**config.mk**
```make
export PLATFORM = sky130hd
export DESIGN_NAME = tpd_out_fifo
export DESIGN_NICKNAME = d
export VERILOG_FILES = /design/src/hdl/tpd_pkg.sv /design/src/hdl/tpd_out_fifo.sv
export VERILOG_INCLUDE_DIRS = /design/src /design/src/hdl
export SDC_FILE = /design/constraint.sdc
export NUM_CORES = 1
export LEC_CHECK = 0
export BUFFER_PORTS_ARGS = -buffer_cell sky130_fd_sc_hd__clkbuf_2
export CAP_MARGIN = 20
export CORE_MARGIN = 2
export CORE_UTILIZATION = 50
export CTS_BUF_LIST = sky130_fd_sc_hd__clkbuf_8
export CTS_CLUSTER_DIAMETER = 100
export DETAILED_ROUTE_END_ITERATION = 7
export GPL_TIMING_DRIVEN = 0
export PLACE_DENSITY = 0.79
export SLEW_MARGIN = 30
export SYNTH_ARGS = -nofsm -noshare
export SYNTH_HDL_FRONTEND = slang
export SYNTH_SLANG_ARGS = --single-unit
```
**constraint.sdc**
```tcl
create_clock -name aclk -period 7.25 [get_ports aclk]
set_input_delay 1.45 -clock aclk [delete_from_list [all_inputs] [get_ports aclk]]
set_output_delay 1.45 -clock aclk [all_outputs]
set_load 0.01 [all_outputs]
```
**src/hdl/tga_pixel_stream_decoder_defines.svh**
```systemverilog
// ----------------------------------------------------------------------------
// TGA pixel stream decoder: assertion macros
// Shared concurrent assertion forms, clocked on aclk, off while aresetn is low.
// ----------------------------------------------------------------------------
`ifndef TGA_PIXEL_STREAM_DECODER_DEFINES_SVH
`define TGA_PIXEL_STREAM_DECODER_DEFINES_SVH

// property must hold at every clock edge out of reset
`define TPD_ASSERT_HOLDS(label, prop, msg) \
    label: assert property (@(posedge aclk) disable iff (!aresetn) prop) \
        else $error(msg);

// condition must never be true at a clock edge out of reset
`define TPD_ASSERT_NEVER(label, expr, msg) \
    label: assert property (@(posedge aclk) disable iff (!aresetn) !(expr)) \
        else $error(msg);

`endif

```
**src/hdl/tpd_pkg.sv**
```systemverilog
`timescale 1ns / 1ps
// ----------------------------------------------------------------------------
// TGA pixel stream decoder: package
// Shared types, constants and color decode functions.
// ----------------------------------------------------------------------------
package tpd_pkg;

    localparam int PALETTE_DEPTH_DEF = 256;

    localparam int OUT_DEPTH = 4;
    localparam int OUT_PW    = $clog2(OUT_DEPTH);
    localparam int OUT_CW    = OUT_PW + 1;

    localparam logic [2:0] CFG_COMPRESSED      = 3'd0;
    localparam logic [2:0] CFG_COLOR_MAPPED    = 3'd1;
    localparam logic [2:0] CFG_PIXEL_BYTES     = 3'd2;
    localparam logic [2:0] CFG_PIXEL_COUNT     = 3'd3;
    localparam logic [2:0] CFG_PALETTE_LENGTH  = 3'd4;
    localparam logic [2:0] CFG_PAL_ENTRY_BYTES = 3'd5;

    localparam logic [31:0] BLACK      = 32'hFF00_0000;
    localparam logic [28:0] MAX_PIXELS = 29'h1000_0000;
    localparam logic [7:0]  LEN_MASK   = 8'h7F;

    typedef struct packed {
        logic        compressed;
        logic        color_mapped;
        logic [2:0]  pixel_bytes;
        logic [28:0] pixel_count;
        logic [8:0]  palette_length;
        logic [2:0]  palette_entry_bytes;
    } cfg_t;

    typedef struct packed {
        logic [31:0] color_argb;
        logic [7:0]  run_length;
        logic [27:0] first_pixel;
        logic        image_last;
        logic        truncated;
    } result_t;

    typedef struct packed {
        logic a_valid;
        logic b_valid;
    } push_t;

    function automatic logic [2:0] clamp_bytes(input logic [2:0] v);
        if (v == 3'd0) begin
            return 3'd1;
        end else if (v > 3'd4) begin
            return 3'd4;
        end
        return v;
    endfunction

    function automatic logic [7:0] rep5(input logic [4:0] v);
        return {v, v[4:2]};
    endfunction

    function automatic logic [31:0] decode_color(input logic [31:0] rec,
                                                 input logic [2:0]  n);
        logic [31:0] c;
        case (n)
            3'd1: begin
                c = {8'hFF, rec[7:0], rec[7:0], rec[7:0]};
            end
            3'd2: begin
                c = {8'hFF, rep5(rec[14:10]), rep5(rec[9:5]), rep5(rec[4:0])};
            end
            3'd3: begin
                c = {8'hFF, rec[23:0]};
            end
            default: begin
                c = rec;
            end
        endcase
        return c;
    endfunction

endpackage

```
**src/hdl/tpd_out_fifo.sv**
```systemverilog
`timescale 1ns / 1ps
// ----------------------------------------------------------------------------
// TGA pixel stream decoder: result queue
// Small register queue that takes up to two result beats per cycle and
// presents one beat per cycle on the output channel while m_ready is high.
// ----------------------------------------------------------------------------
module tpd_out_fifo import tpd_pkg::*; (
    input  logic               aclk,
    input  logic               aresetn,
    input  push_t              push,
    input  result_t            item_a,
    input  result_t            item_b,
    output logic [OUT_CW-1:0]  count,
    output logic               m_valid,
    input  logic               m_ready,
    output result_t            m_item
);
`include "tga_pixel_stream_decoder_defines.svh"

    result_t             q_mem [OUT_DEPTH];
    logic [OUT_PW-1:0]   wr_ptr_reg, wr_ptr_next;
    logic [OUT_PW-1:0]   rd_ptr_reg, rd_ptr_next;
    logic [OUT_CW-1:0]   count_reg, count_next;
    logic [1:0]          push_n;
    logic                pop;
    logic                overfill;

    assign pop     = m_valid && m_ready;
    assign push_n  = {1'b0, push.a_valid} + {1'b0, push.b_valid};
    assign m_valid = (count_reg != '0);
    assign m_item  = q_mem[rd_ptr_reg];
    assign count   = count_reg;

    assign overfill = ({1'b0, count_reg} + {{(OUT_CW - 1){1'b0}}, push_n})
                      > ({1'b0, OUT_CW'(OUT_DEPTH)} + {{OUT_CW{1'b0}}, pop});

    always_comb begin
        wr_ptr_next = wr_ptr_reg + OUT_PW'(push_n);
        rd_ptr_next = rd_ptr_reg + OUT_PW'(pop);
        count_next  = count_reg + OUT_CW'(push_n) - OUT_CW'(pop);
    end

    always_ff @(posedge aclk) begin
        if (!aresetn) begin
            wr_ptr_reg <= '0;
            rd_ptr_reg <= '0;
            count_reg  <= '0;
        end else begin
            wr_ptr_reg <= wr_ptr_next;
            rd_ptr_reg <= rd_ptr_next;
            count_reg  <= count_next;
        end
    end

    always_ff @(posedge aclk) begin
        if (push.a_valid) begin
            q_mem[wr_ptr_reg] <= item_a;
        end
        if (push.b_valid) begin
            q_mem[wr_ptr_reg + OUT_PW'(1)] <= item_b;
        end
    end

    `TPD_ASSERT_NEVER(a_fifo_overfill, overfill, "result queue overflow")
    `TPD_ASSERT_NEVER(a_fifo_b_alone, push.b_valid && !push.a_valid, "second beat without first")

endmodule

```
==> results.yml <==
sta:
  layout_min_cycle_time_ns: 3.806
  finalHoldViolations: 0
  relSlewSlack_pct: 50.31
  timing.clock.skew_ns: 0.01442
  finalSetupViolations: 0
  slew_viol_final: 0
  period_share_pct: 52.49
  grt_setup_unrepaired: "false"
  worst_pin_slew_ns: 0.7453
  clock.fmax_ghz: 0.2628
global_route:
  globalRouteOverflowTotal: 0
  grt_pass1_vias: 8324
  grt_pass1_wl_um: 47240
  grt_start_max_net_pins: 19
  antenna_found_initial: 2
  track_usage_pct: 21.67
critical_path:
  r2r-end: "q_mem[0][17]"
  worstSetupStartpoint: "rd_ptr_reg[0]"
  max_stage_delay_ns: 0.59
  slowest_stage: "mux4_2"
  cp-start-kind: "flip-flop"
  crit_arrival_ns: 2.36
  rrSetupSlack_ns: 4.41
  reg2reg_depth: 8
  crit_path_frequent_cell: "buf_2"
  cp_cell_sequence: "buf_2, buf_2, mux4_2, clkbuf_2"
  worstReg2RegStart: "wr_ptr_reg[1]"
  crit_type: "reg -> out"
  critPathMaxFanout: 10
  crit_path_end_kind: "output port"
  crit_required_ns: 5.80
yosys:
  synth_top_area_share_pct: 60.40
  synth_edf_count: 280
  dominantRegCellSynth: "edfxtp_1"
  synth_top_cell_by_area: "edfxtp_1"
  ys_top_cells_by_area: "edfxtp_1 (60%), mux2_2 (22%), mux4_2 (11%), buf_6 (1.1%), dfxtp_1 (1.0%)"
  synth_seq_area_share_pct: 61.41
  synth_compound_area_share_pct: 0.1887
  yosysMostFrequentCell: "edfxtp_1"
  ys_types: 30
  synthTopCellsByCount: "edfxtp_1 (280), mux2_2 (274), mux4_2 (70), buf_2 (22), buf_6 (14)"
  syn_area_per_cell_um2: 19.31
  synth_nets: 871
  ys_warn_count: 0
  synthAdderAreaFrac_pct: 0.5033
  async_flop_share_pct: 0
  syn_area_mm2: 0.01392
  yosys.area_share.simple_pct: 0.8628
  synth_xor_area_share_pct: 0.3865
  synth_top_family_by_area: "multiplexers"
  synth_seq_cells: 287
  synth_cells: 721
  synth.mux.area_fraction_pct: 34.19
hold_path:
  hold_path.class: "reg -> reg"
  hold_start: "wr_ptr_reg[0]"
  min_delay_path_depth: 2
  hold_end: "wr_ptr_reg[0]"
finish:
  fin_cells: 1415
  post-route-util_pct: 60.78
  stdcell_area_mm2: 0.01679
  largest_reg_flops: 280
  area_growth_pct: 20.64
  drive_above_1_share_pct: 65.89
  n_fill_cell: 2070
  layout.nets: 1156
cts:
  ctsResizeCount: 0
  cts_tree: "built"
  cts_hold_buf: 0
  root_buffer: "clkbuf_8"
  worstSkewPairLatency_ns: 0.55
  cts_buffer_depth: 3
  clkSlewWorstSetupHoldPaths_ns: 0.06
  cts_setup_buffers: 0
  numClockSinks: 287
  cts_buffers: 48
  htreeDepth: 2
floorplanning:
  ios: 219
  fp.dieArea_mm2: 0.02919
  coreArea_mm2: 0.02763
  die_y_um: 170.9
  die_x_um: 170.9
  rows: 61
  start_util_pct: 50.38
pwr:
  power_per_cell_area_mw_per_mm2: 284.3
  ir_drop_mv: 0.2110
  leakage_uw: 0.006132
placement:
  place_area_mm2: 0.01599
  dp_hpwl_um: 20580
  numPortBuffers: 218
  place_congestion: 0.7737
  dp.cells: 1334
run_status:
  outcome: "completed"
detailed_routing:
  routed_via_density: 5.524
  final_antenna_net_count: 0
  dr_total_vias: 7817
  wire_per_inst_um: 22.01
  drc: 0
  drt-pass1-iter-count: 4
  drt_iter0_markers: 471
  wl_um: 31150
flow_run:
  maxCapViolCount: 0
## kinds of logic (layout without fill, tap and decap cells)
family	after synthesis	after routing
buffers and inverters	51	365
other	0	2
AO/OA/AOI/OAI	4	4
AND/OR/NAND/NOR	18	18
XOR/XNOR	3	3
adder cells (fa/ha/maj)	5	5
flip-flops	287	287
multiplexers	353	353
## per-stage QoR
stage | worst slack, ns | power, uW | hold slack, ns | TNS, ns
floorplan | 0.2244 | 3053 | 0.5519 | 0
global placement | -4.411 | 3525 | 0.5656 | -669.78
detailed placement | 3.330 | 3587 | 0.5663 | 0
CTS | 3.390 | 4833 | 0.5811 | 0
global route | 3.305 | 4992 | 0.6322 | 0
finish | 3.444 | 4775 | 0.5789 | 0
## final cells by class
cell class              instances  area [um2]  share of cell area (%)
well taps                     378       473.0                   2.816
clock buffers                  49       674.4                   4.016
inverters                       4       15.01                 0.08941
multi-input cells             383        5067                   30.17
plain buffers                  47       327.8                   1.952
diodes                          2       5.005                 0.02980
flip-flops and latches        287        8548                   50.90
clock inverters                30       123.9                  0.7376
repair buffers                235        1559                   9.283
## where the power goes
group          switching (uW)  internal, uW
clock                     624           621
sequential               52.5          2100
combinational             679           701
## worst max path at each step
stage / endpoint / cells past startpoint
floorplan: q_mem[0][0] / 2
global placement: q_mem[0][27] / 3
detailed placement: q_mem[0][27] / 8
CTS: m_item[41] / 4
global route: m_item[34] / 4
finish: m_item[34] / 4
## per-layer routing
metal | GRT usage [%] | wire (um) | vias up | part of all wire (%)
li1 | - | - | 3563 | -
met1 | 27.32 | 12640 | 3934 | 41
met2 | 37.37 | 15610 | 261 | 50
met3 | 5.344 | 2181 | 59 | 7.0
met4 | 6.190 | 716 | 0 | 2.3
met5 | 0 | 0 | - | 0
## cells in the final DEF (no fill, tap or decap), drive strengths merged, types with 3 or more instances in the layout
| master | count |
|---|---|
| nand2b | 3 |
| clkbuf | 269 |
| clkinv | 18 |
| edfxtp | 280 |
| and2 | 3 |
| inv | 16 |
| mux2i | 3 |
| dfxtp | 7 |
| mux4 | 70 |
| ha | 4 |
| buf | 62 |
| mux2 | 280 |
## worst max-delay path: cells and delay by family (launching register included)
family	cells	cell delay (ns)
flip-flops	1	0.30
multiplexers	1	0.59
buffers and inverters	3	0.91
Power figures use the tool's default switching activity.
